--- config.mk ---
export PLATFORM = sky130hd
export DESIGN_NAME = vector_unit_length_normalizer
export DESIGN_NICKNAME = d
export VERILOG_FILES = /design/src/rtl/vuln_pkg.sv /design/src/rtl/vector_unit_length_normalizer.sv /design/src/rtl/vuln_ram.sv /design/src/rtl/vuln_sqrt.sv /design/src/rtl/vuln_div.sv
export SDC_FILE = /design/constraint.sdc
export NUM_CORES = 2
export LEC_CHECK = 0
export BUFFER_PORTS_ARGS = -buffer_cell sky130_fd_sc_hd__buf_2
export CAP_MARGIN = 30
export CORE_MARGIN = 10
export CORE_UTILIZATION = 30
export CTS_CLUSTER_SIZE = 24
export DETAILED_ROUTE_END_ITERATION = 12
export GPL_TIMING_DRIVEN = 0
export PLACE_DENSITY = 0.5
export SYNTH_ARGS = -nofsm -noshare
export SYNTH_HDL_FRONTEND = slang
export SYNTH_SLANG_ARGS = --single-unit
export TNS_END_PERCENT = 100
--- constraint.sdc ---
create_clock -name clk -period 12.33 [get_ports clk]
set_input_delay 0.6165 -clock clk [delete_from_list [all_inputs] [get_ports clk]]
set_output_delay 0.6165 -clock clk [all_outputs]
set_load 0.02 [all_outputs]
--- src/rtl/vuln_pkg.sv ---
// shared widths, step counts and defaults for the vector length normaliser
package vuln_pkg;

    // payload widths
    localparam int TAG_W   = 16;
    localparam int VALUE_W = 16;
    localparam int THR_W   = 16;
    localparam int ENTRY_W = TAG_W + VALUE_W;

    // fractional bits of the q4.12 format
    localparam int FRAC_W = 12;

    // running sum of squares and its integer square root
    localparam int SUM_W      = 37;
    localparam int NORM_W     = 19;
    localparam int ROOT_STEPS = 19;
    localparam int ROOT_CNT_W = 5;

    // the norm is never below any stored magnitude, so the quotient stays under 2^13
    localparam int QUOT_W     = 14;
    localparam int QUOT_CNT_W = 4;

    // default capacity and threshold
    localparam int              MAX_ELEMENTS_DEF = 64;
    localparam logic [THR_W-1:0] THR_RESET       = 16'd1;

endpackage

--- src/rtl/vector_unit_length_normalizer.sv ---
// top level: l2 normalisation of a sparse vector held in an element ram
//
//  channel  | handshake                  | payload
//  ---------+----------------------------+------------------------------------------
//  element  | start, busy (taken at      | element_tag, element_value, last_element
//           | start & !busy)             |
//  result   | result_valid, one cycle    | result_tag, result_value, result_last,
//           |                            | overflowed
//  config   | cfg_valid, cfg_ready       | cfg_data (norm threshold)
//
// elements are taken one per cycle while collecting; the last one raises busy.
// closing a vector passes through the settle and root start states, then the bit-pair
// square root unit (19 steps and a done strobe).
// each result is then read from ram through the read and load states; when the norm is
// above the threshold, the serial divider (one quotient bit per cycle, 14 bits) scales it.
// no clearing pass after reset; the receiver cannot stall results.
module vector_unit_length_normalizer #(
    parameter int MAX_ELEMENTS = vuln_pkg::MAX_ELEMENTS_DEF
) (
    input  logic                                clk,
    input  logic                                rst_n,
    input  logic                                start,
    output logic                                busy,
    input  logic [vuln_pkg::TAG_W-1:0]          element_tag,
    input  logic signed [vuln_pkg::VALUE_W-1:0] element_value,
    input  logic                                last_element,
    output logic                                result_valid,
    output logic [vuln_pkg::TAG_W-1:0]          result_tag,
    output logic signed [vuln_pkg::VALUE_W-1:0] result_value,
    output logic                                result_last,
    output logic                                overflowed,
    input  logic                                cfg_valid,
    output logic                                cfg_ready,
    input  logic [vuln_pkg::THR_W-1:0]          cfg_data
);

    localparam int AW = (MAX_ELEMENTS > 1) ? $clog2(MAX_ELEMENTS) : 1;
    localparam int CW = $clog2(MAX_ELEMENTS + 1);
    localparam int VW = vuln_pkg::VALUE_W;
    localparam int TW = vuln_pkg::TAG_W;
    localparam int NW = vuln_pkg::NORM_W;
    localparam int SQ_W = 2 * VW;

    typedef enum logic [6:0] {
        S_COLLECT = 7'b0000001,
        S_SETTLE  = 7'b0000010,
        S_ROOT_GO = 7'b0000100,
        S_ROOT    = 7'b0001000,
        S_READ    = 7'b0010000,
        S_LOAD    = 7'b0100000,
        S_DIV     = 7'b1000000
    } state_t;

    state_t                       state_reg;
    state_t                       state_next;
    logic [vuln_pkg::THR_W-1:0]   thr_reg;
    logic [CW-1:0]                count_reg;
    logic [CW-1:0]                idx_reg;
    logic                         ovf_reg;
    logic [vuln_pkg::SUM_W-1:0]   sum_reg;
    logic [SQ_W-1:0]              sq_reg;
    logic                         sq_pend_reg;
    logic [NW-1:0]                norm_reg;
    logic                         scale_reg;
    logic                         neg_reg;
    logic [TW-1:0]                tag_reg;
    logic                         result_valid_reg;
    logic [TW-1:0]                result_tag_reg;
    logic [VW-1:0]                result_value_reg;
    logic                         result_last_reg;
    logic                         overflowed_reg;

    logic                         accept;
    logic                         store_en;
    logic [vuln_pkg::ENTRY_W-1:0] rd_data;
    logic [VW-1:0]                rd_value;
    logic [VW-1:0]                rd_mag;
    logic                         root_done;
    logic [NW-1:0]                root_val;
    logic                         div_start;
    logic                         div_done;
    logic [vuln_pkg::QUOT_W-1:0]  quot;
    logic [VW-1:0]                quot_ext;
    logic [VW-1:0]                scaled;
    logic                         emit;
    logic [VW-1:0]                emit_value;
    logic                         at_end;
    logic signed [SQ_W-1:0]       square;

    // request handshake and element store
    always_comb
    begin
        accept   = start && (state_reg == S_COLLECT);
        store_en = accept && (count_reg < CW'(MAX_ELEMENTS));
        square   = element_value * element_value;
        rd_value = rd_data[VW-1:0];
        rd_mag   = rd_value[VW-1] ? (~rd_value + 1'b1) : rd_value;
        quot_ext = VW'(quot);
        scaled   = neg_reg ? (~quot_ext + 1'b1) : quot_ext;
        at_end   = ((idx_reg + 1'b1) == count_reg);
        div_start = (state_reg == S_LOAD) && scale_reg;
        emit     = ((state_reg == S_LOAD) && !scale_reg) || ((state_reg == S_DIV) && div_done);
        emit_value = (state_reg == S_DIV) ? scaled : rd_value;
    end

    vuln_ram #(
        .WIDTH  (vuln_pkg::ENTRY_W),
        .DEPTH  (MAX_ELEMENTS),
        .ADDR_W (AW)
    ) u_store (
        .clk   (clk),
        .we    (store_en),
        .waddr (count_reg[AW-1:0]),
        .wdata ({element_tag, element_value}),
        .raddr (idx_reg[AW-1:0]),
        .rdata (rd_data)
    );

    vuln_sqrt u_sqrt (
        .clk      (clk),
        .rst_n    (rst_n),
        .start    (state_reg == S_ROOT_GO),
        .radicand (sum_reg),
        .done     (root_done),
        .root     (root_val)
    );

    vuln_div u_div (
        .clk      (clk),
        .rst_n    (rst_n),
        .start    (div_start),
        .mag      (rd_mag),
        .divisor  (norm_reg),
        .done     (div_done),
        .quotient (quot)
    );

    // sequencer next state
    always_comb
    begin
        state_next = state_reg;
        case (state_reg)
            S_COLLECT: if (accept && last_element) state_next = S_SETTLE;
            S_SETTLE:  state_next = S_ROOT_GO;
            S_ROOT_GO: state_next = S_ROOT;
            S_ROOT:    if (root_done) state_next = S_READ;
            S_READ:    state_next = S_LOAD;
            S_LOAD:
            begin
                if (scale_reg)
                begin
                    state_next = S_DIV;
                end
                else
                begin
                    state_next = at_end ? S_COLLECT : S_READ;
                end
            end
            S_DIV:     if (div_done) state_next = at_end ? S_COLLECT : S_READ;
            default:   state_next = S_COLLECT;
        endcase
    end

    // control state
    always_ff @(posedge clk or negedge rst_n)
    begin
        if (!rst_n)
        begin
            state_reg        <= S_COLLECT;
            thr_reg          <= vuln_pkg::THR_RESET;
            count_reg        <= '0;
            idx_reg          <= '0;
            ovf_reg          <= 1'b0;
            sum_reg          <= '0;
            sq_pend_reg      <= 1'b0;
            result_valid_reg <= 1'b0;
        end
        else
        begin
            state_reg        <= state_next;
            result_valid_reg <= emit;
            sq_pend_reg      <= store_en;

            if (cfg_valid && cfg_ready)
            begin
                thr_reg <= cfg_data;
            end

            // element count and overflow
            if (store_en)
            begin
                count_reg <= count_reg + 1'b1;
            end
            if (accept && !store_en)
            begin
                ovf_reg <= 1'b1;
            end

            // result index
            if (state_reg == S_ROOT)
            begin
                idx_reg <= '0;
            end
            else if (emit)
            begin
                idx_reg <= idx_reg + 1'b1;
            end

            // sum of squares, cleared when the vector is done
            if (emit && at_end)
            begin
                sum_reg   <= '0;
                count_reg <= '0;
                ovf_reg   <= 1'b0;
            end
            else if (sq_pend_reg)
            begin
                sum_reg <= sum_reg + vuln_pkg::SUM_W'(sq_reg);
            end
        end
    end

    // payload registers
    always_ff @(posedge clk)
    begin
        if (store_en)
        begin
            sq_reg <= unsigned'(square);
        end
        if ((state_reg == S_ROOT) && root_done)
        begin
            norm_reg  <= root_val;
            scale_reg <= (root_val > NW'(thr_reg));
        end
        if (state_reg == S_LOAD)
        begin
            tag_reg <= rd_data[vuln_pkg::ENTRY_W-1:VW];
            neg_reg <= rd_value[VW-1];
        end
        if (emit)
        begin
            result_tag_reg   <= (state_reg == S_DIV) ? tag_reg : rd_data[vuln_pkg::ENTRY_W-1:VW];
            result_value_reg <= emit_value;
            result_last_reg  <= at_end;
            overflowed_reg   <= ovf_reg;
        end
    end

    assign busy         = (state_reg != S_COLLECT);
    assign cfg_ready    = (state_reg == S_COLLECT);
    assign result_valid = result_valid_reg;
    assign result_tag   = result_tag_reg;
    assign result_value = signed'(result_value_reg);
    assign result_last  = result_last_reg;
    assign overflowed   = overflowed_reg;

endmodule

--- src/rtl/vuln_ram.sv ---
// generic single write port, single read port ram with registered read
module vuln_ram #(
    parameter int WIDTH  = 32,
    parameter int DEPTH  = 64,
    parameter int ADDR_W = 6
) (
    input  logic              clk,
    input  logic              we,
    input  logic [ADDR_W-1:0] waddr,
    input  logic [WIDTH-1:0]  wdata,
    input  logic [ADDR_W-1:0] raddr,
    output logic [WIDTH-1:0]  rdata
);

    logic [WIDTH-1:0] mem [DEPTH];

    // write and registered read
    always_ff @(posedge clk)
    begin
        if (we)
        begin
            mem[waddr] <= wdata;
        end
        rdata <= mem[raddr];
    end

endmodule

--- src/rtl/vuln_sqrt.sv ---
// iterative integer square root, two radicand bits per cycle
module vuln_sqrt (
    input  logic                        clk,
    input  logic                        rst_n,
    input  logic                        start,
    input  logic [vuln_pkg::SUM_W-1:0]  radicand,
    output logic                        done,
    output logic [vuln_pkg::NORM_W-1:0] root
);

    localparam int NW = vuln_pkg::NORM_W;
    localparam int RW = NW + 3;

    logic [2*NW-1:0]                   x_reg;
    logic [RW-1:0]                     rem_reg;
    logic [NW-1:0]                     root_reg;
    logic [vuln_pkg::ROOT_CNT_W-1:0]   cnt_reg;
    logic                              active_reg;
    logic                              done_reg;

    logic [RW-1:0] rem_shift;
    logic [RW-1:0] trial;
    logic          fits;

    // one restoring step: bring down two bits, try root*4+1
    always_comb
    begin
        rem_shift = {rem_reg[NW:0], x_reg[2*NW-1 -: 2]};
        trial     = {1'b0, root_reg, 2'b01};
        fits      = (rem_shift >= trial);
    end

    // control
    always_ff @(posedge clk or negedge rst_n)
    begin
        if (!rst_n)
        begin
            active_reg <= 1'b0;
            done_reg   <= 1'b0;
            cnt_reg    <= '0;
        end
        else
        begin
            done_reg <= 1'b0;
            if (start)
            begin
                active_reg <= 1'b1;
                cnt_reg    <= vuln_pkg::ROOT_CNT_W'(vuln_pkg::ROOT_STEPS);
            end
            else if (active_reg)
            begin
                cnt_reg <= cnt_reg - 1'b1;
                if (cnt_reg == vuln_pkg::ROOT_CNT_W'(1))
                begin
                    active_reg <= 1'b0;
                    done_reg   <= 1'b1;
                end
            end
        end
    end

    // datapath
    always_ff @(posedge clk)
    begin
        if (start)
        begin
            x_reg    <= (2*NW)'(radicand);
            rem_reg  <= '0;
            root_reg <= '0;
        end
        else if (active_reg)
        begin
            x_reg    <= {x_reg[2*NW-3:0], 2'b00};
            rem_reg  <= fits ? (rem_shift - trial) : rem_shift;
            root_reg <= {root_reg[NW-2:0], fits};
        end
    end

    assign done = done_reg;
    assign root = root_reg;

endmodule

--- src/rtl/vuln_div.sv ---
// restoring divider, one quotient bit per cycle: (mag << 12) / divisor
module vuln_div (
    input  logic                         clk,
    input  logic                         rst_n,
    input  logic                         start,
    input  logic [vuln_pkg::VALUE_W-1:0] mag,
    input  logic [vuln_pkg::NORM_W-1:0]  divisor,
    output logic                         done,
    output logic [vuln_pkg::QUOT_W-1:0]  quotient
);

    localparam int NW = vuln_pkg::NORM_W;
    localparam int QW = vuln_pkg::QUOT_W;
    localparam int DW = vuln_pkg::VALUE_W + vuln_pkg::FRAC_W;

    logic [NW:0]                       rem_reg;
    logic [QW-1:0]                     low_reg;
    logic [QW-1:0]                     q_reg;
    logic [NW-1:0]                     div_reg;
    logic [vuln_pkg::QUOT_CNT_W-1:0]   cnt_reg;
    logic                              active_reg;
    logic                              done_reg;

    logic [DW-1:0] dvd;
    logic [NW:0]   rem_shift;
    logic          fits;

    // dividend and one trial subtraction
    always_comb
    begin
        dvd       = {mag, {vuln_pkg::FRAC_W{1'b0}}};
        rem_shift = {rem_reg[NW-1:0], low_reg[QW-1]};
        fits      = (rem_shift >= {1'b0, div_reg});
    end

    // control
    always_ff @(posedge clk or negedge rst_n)
    begin
        if (!rst_n)
        begin
            active_reg <= 1'b0;
            done_reg   <= 1'b0;
            cnt_reg    <= '0;
        end
        else
        begin
            done_reg <= 1'b0;
            if (start)
            begin
                active_reg <= 1'b1;
                cnt_reg    <= vuln_pkg::QUOT_CNT_W'(QW);
            end
            else if (active_reg)
            begin
                cnt_reg <= cnt_reg - 1'b1;
                if (cnt_reg == vuln_pkg::QUOT_CNT_W'(1))
                begin
                    active_reg <= 1'b0;
                    done_reg   <= 1'b1;
                end
            end
        end
    end

    // datapath; upper dividend bits are below the divisor, so only low bits are iterated
    always_ff @(posedge clk)
    begin
        if (start)
        begin
            rem_reg <= (NW+1)'(dvd[DW-1:QW]);
            low_reg <= dvd[QW-1:0];
            q_reg   <= '0;
            div_reg <= divisor;
        end
        else if (active_reg)
        begin
            rem_reg <= fits ? (rem_shift - {1'b0, div_reg}) : rem_shift;
            low_reg <= {low_reg[QW-2:0], 1'b0};
            q_reg   <= {q_reg[QW-2:0], fits};
        end
    end

    assign done     = done_reg;
    assign quotient = q_reg;

endmodule

Word-level counts from Yosys, hierarchy flattened
Memory sizes are Yosys's and may differ from the RTL's. A register that Yosys moved wholly into a read port is not among the register bits. Cells that the tools add are included.

Register bits: 324. Bits in writable memories: 2048. Input port bits: 53. Output and inout bits: 37. Logic and storage cells: 127. Memories: 1.

$add $sub $neg: 9. $mul: 1. Magnitude comparators: 4. Eq/ne operators: 14. Multiplexer cells: 44. Bitwise logic cells: 2. Reductions and logical operators: 20.

Memories: u_store.mem (depth 64, width 32, read ports 1, clocked after Yosys merged registers in 1, write ports 1, RTL line vuln_ram.sv:15) `logic [WIDTH-1:0] mem [DEPTH];`.

Operator list (number): $mux W37 (4); $mux W16 (4); $mux W14 (4); $mux W7 (8); $pmux W7 S7 (1); $add A37 B32 Y37 (1); $add A16 B1 Y16 const B (2); $mul A16 B16 Y32 (1); $ge A22 B21 Y1 (1); $ge A20 B19 Y1 (1); $mux W20 (1); $sub A20 B20 Y20 (1); $gt A19 B16 Y1 (1); $mux W19 (1); $sub A19 B19 Y19 (1); $mux W1 (16); $not A14 Y16 (1); $not A16 Y16 (1); $mux W5 (3); $add A7 B1 Y7 const B (2); $reduce_bool A2 Y1 (6); $logic_and A1 B1 Y1 (10); $mux W4 (2); $eq A7 B1 Y1 const B (1); 17 further kinds (20).

Logic depth before layout (Yosys ltp)
Depth in word-level cells: 7. Gate-level depth with buffers: 25. Gate-level depth less buffers: 24.

Modules after synthesis
A second synthesis with hierarchy kept.

Cell total of the unflattened synthesis: 5939. Area total of the unflattened synthesis: 105032.0 sq um.

By module, submodules not included: vuln_ram (instances 1, cells each 3324, area each 78515.3 sq um, seq. area each 62139.6 sq um); vector_unit_length_normalizer (instances 1, cells each 1860, area each 18517.8 sq um, seq. area each 4992.3 sq um); vuln_sqrt (instances 1, cells each 422, area each 4555.6 sq um, seq. area each 2087.0 sq um); vuln_div (instances 1, cells each 333, area each 3443.3 sq um, seq. area each 1581.5 sq um).

Least setup slack after synthesis
No wires, ideal clock.

Path type: input-to-reg. Start point: in element_value[1] in the netlist's numbering. End point: reg sq_reg[30], data pin. Arrival: 6243 ps. Data required time: 12072 ps. Setup slack: 5829 ps. Cell stages on the path: 21. Path buffers: 2. Path through: clkbuf_1 clkbuf_1 and2_1 fa_1 inv_1 fa_1 fa_1 fa_1 inv_1 fa_1 fa_1 ha_1 a21o_1 a21o_1 a21o_1 a311oi_1 a211oi_1 o41ai_1 o211ai_1 a21oi_1 xnor2_1.

Cells in the longest elaborated chain, start to end: 1.

RTL lines: from (decl) (RTL line vector_unit_length_normalizer.sv:25) `input logic signed [vuln_pkg::VALUE_W-1:0] element_value,`; $mul A16 B16 Y32 (RTL line vector_unit_length_normalizer.sv:95) `square = element_value * element_value;`; net square[30] (RTL line vector_unit_length_normalizer.sv:88) `logic signed [SQ_W-1:0] square;`; to (signal assigned) (RTL line vector_unit_length_normalizer.sv:228) `sq_reg <= unsigned'(square);`; to (decl) (RTL line vector_unit_length_normalizer.sv:61) `logic [SQ_W-1:0] sq_reg;`.

The timed path passes the listed nets, and every way through them passes these cells. A chain may end at the register's enable or synchronous reset.

Worst setup path after layout
Start point: in element_value[4] in the netlist's numbering. End point: reg sq_reg[30], data pin.

Same word-level chain as after synthesis.

==> results.md <==
- Outcome: finished clean
- Setup TNS: 0 ns
- Final period utilization: 0.664
- Tmin final: 8.18 ns
- Routed wire length: 294000 µm
- Initial core utilization: 0.301
- Die footprint: 0.372 mm²
- Post-layout util: 0.353
- Nets: 6682
- WP buf/inv: 7
- Synth cell types: 77
- Root Driver: clkbuf_16
- Syn avg cell area: 18.4 µm²
- Post_cts resized: 0
- CTS Sinks: 2403
- Largest net degree at the start of global routing: 74
- # hold bufs at CTS: 21
- H-Tree Depth: 4
- Cell taking the most area after synthesis: edfxtp_1
- Fmax: 122 MHz
- Postcts setup bufs: 0
- Worst vdd ir: 0.361 mV
- Port-buffer cells: 89
- Worst setup path class: primary input to flop
- Max Clock Skew: 0.136 ns
- Vias in the first global route: 56744
- Via-per-instance ratio: 4.96
- Number of synthesized flops with an enable pin: 2222
- Initial antenna violation count: 41
- Flops & latches, synth: 2403
- DRC viols: 0
- Slowest-stage cell, CP: clkbuf_1
- Element type at the critical path start: primary input
- Row count: 216
- DPL Wire Length: 206000 µm
- Fin. Hold Viols: 0
- Yosys top cell area share: 0.639
- All-Layer GR Usage: 0.154
- IO Count: 90
- WL/cell: 26.7 µm
- Final instance area: 0.122 mm²
- RD Place Congestion: 0.793
- Syn-to-layout area delta: 17.2%
- Pwr Density: 194 mW/mm²
- Core box area: 0.346 mm²
- Antenna viol nets, final: 0
- Max-cap viol count: 0
- Final Slew Violations: 0
- Cell-by-cell trace of the critical path: buf_2 -> buf_12 -> clkbuf_1 -> clkbuf_1 -> nand2_1 -> fa_1 -> fa_1 -> inv_1 -> fa_1 -> inv_1 -> fa_1 -> fa_1 -> fa_1 -> inv_1 -> ha_1 -> and3_1 -> nor3b_1 -> nand3_1 -> a211oi_1 -> o41ai_1 -> o211ai_1 -> a21oi_1 -> xnor2_1
- Most frequent cell after synthesis: edfxtp_1
- Max reg flops: 2048
- CTS tree: yes
- WP data arrival: 8.78 ns
- Die Y: 610 µm
- CP most frequent cell: fa_1
- Clock latency on the worst-skew pair: 0.93 ns
- Post-synthesis net count: 6160
- Share of cells above drive strength 1: 0.224
- Dpl cell area: 0.114 mm²
- Top post-synthesis cells by count: edfxtp_1, mux4_2, inv_1, nand2_1, nor2_1
- First-pass GRT wire length: 419000 µm
- Critical Path RT: 12.93 ns
- Synth top area cells: edfxtp_1, mux4_2, fa_1
- Chip width: 610 µm
- Crit. End Element: flop
- Ys Warns: 0
- Tightest Pin Transition: 1.10 ns
- Final-layout fill cell count: 32298
- CP max stage delay: 0.66 ns
- Final global-route overflow total: 0
- CTS max path bufs: 4
- Setup violations, final: 0
- Ys async rst share: 0.0375
- Worst Hold Margin: 0.0941 ns
- CP delay by family, top: adder cells
- Drt first pass iters: 5
- Hold Crit Class: primary input to flop
- Pleak: 40.2 nW
- Synth Instances: 5685
- Reg clk slew, reported paths: 0.06 ns
- Seq/Total Area, Yosys: 0.678
- Starting DRC count in detailed routing: 5505
- Most used DFF post-synth: edfxtp_1
- Crit-path max FO: 34
- Clock buffer count from CTS: 248
- Mapped cell area: 0.104 mm²
- Slew HR: 0.265
- RSZ-0062 raised after global routing: no
- DR vias: 54564
[where the power goes]
group | leakage (nW) | switching [mW] | internal (mW)
combinational | 14.5 | 3.87 | 2.69
clock | 3.88 | 3.17 | 4.29
sequential | 21.9 | 0.200 | 9.56
[logic make-up after synthesis]
| logic type | Yosys count | synth area share |
|---|---|---|
| AOI/OAI and AO/OA | 393 | 0.0242 |
| xor gates and xnor gates | 132 | 0.0111 |
| muxes | 772 | 0.155 |
| adders and majority gates | 422 | 0.0679 |
| buffers and inverters | 660 | 0.0242 |
| DFF | 2403 | 0.678 |
| and+or+nand+nor | 903 | 0.0395 |
[per-layer routing]
| metal | vias up | GRT usage | wire (µm) |
|---|---|---|---|
| li1 | 23183 | - | - |
| met5 | - | 0 | 133 |
| met4 | 22 | 0.0329 | 6610 |
| met2 | 1580 | 0.258 | 141000 |
| met1 | 29390 | 0.212 | 128000 |
| met3 | 389 | 0.0256 | 17900 |
[worst register-to-register path: cells and delay by family (launching register included)]
family	cells	cell delay, ns
buf+inv	5	1.50
simple gates	7	2.70
flops	1	0.44
[final cells by class]
| cell class | count | area, µm² | area share |
|---|---|---|---|
| buffer | 247 | 988 | 0.00808 |
| inverter | 413 | 1550 | 0.0127 |
| clock buffer | 320 | 6700 | 0.0548 |
| clock inverter | 132 | 1260 | 0.0103 |
| antenna | 12 | 30.0 | 0.000245 |
| sequential | 2403 | 70800 | 0.579 |
| timing repair buffer | 272 | 3730 | 0.0305 |
| tap | 4578 | 5730 | 0.0468 |
| multi-input combinational | 2622 | 31500 | 0.258 |
[through the flow]
stage	instances	worst slack, ns	total power, mW
2_1_floorplan	5685	5.83	14.6
3_3_place_gp	10352	2.95	16.4
3_5_place_dp	10500	3.28	16.6
4_1_cts	10973	4.10	24.1
5_1_grt	10988	3.68	25.3
6_report	10999	4.15	23.8
[final timing paths]
path                             startpoint                  end  slack [ns]  cells after the start
max reg2reg                    state_reg[3]   u_store.mem[23][1]        7.33                     12
min                         element_tag[12]  u_store.mem[44][28]        0.09                      1
min in group asynchronous             rst_n           thr_reg[8]        0.30                      2
max in group asynchronous             rst_n         state_reg[0]       11.24                      3
max                        element_value[4]           sq_reg[30]        4.15                     23
min reg2reg                    norm_reg[10]    u_div.div_reg[10]        0.42                      0
[cells in the final DEF, fill, tap and decap left out, types with 65 or more instances in the layout]
cell,instances
buf_2,117
edfxtp_1,2222
nor2_1,192
inv_1,411
clkbuf_16,253
o21ai_0,94
dfrtp_1,88
buf_12,89
nor2_4,65
xnor2_1,90
a21oi_1,104
mux4_2,672
mux2i_1,81
ha_1,182
fa_1,240
nand2_1,356
clkbuf_1,218
dfxtp_1,91
No activity file was read; power rests on OpenSTA's default activity.
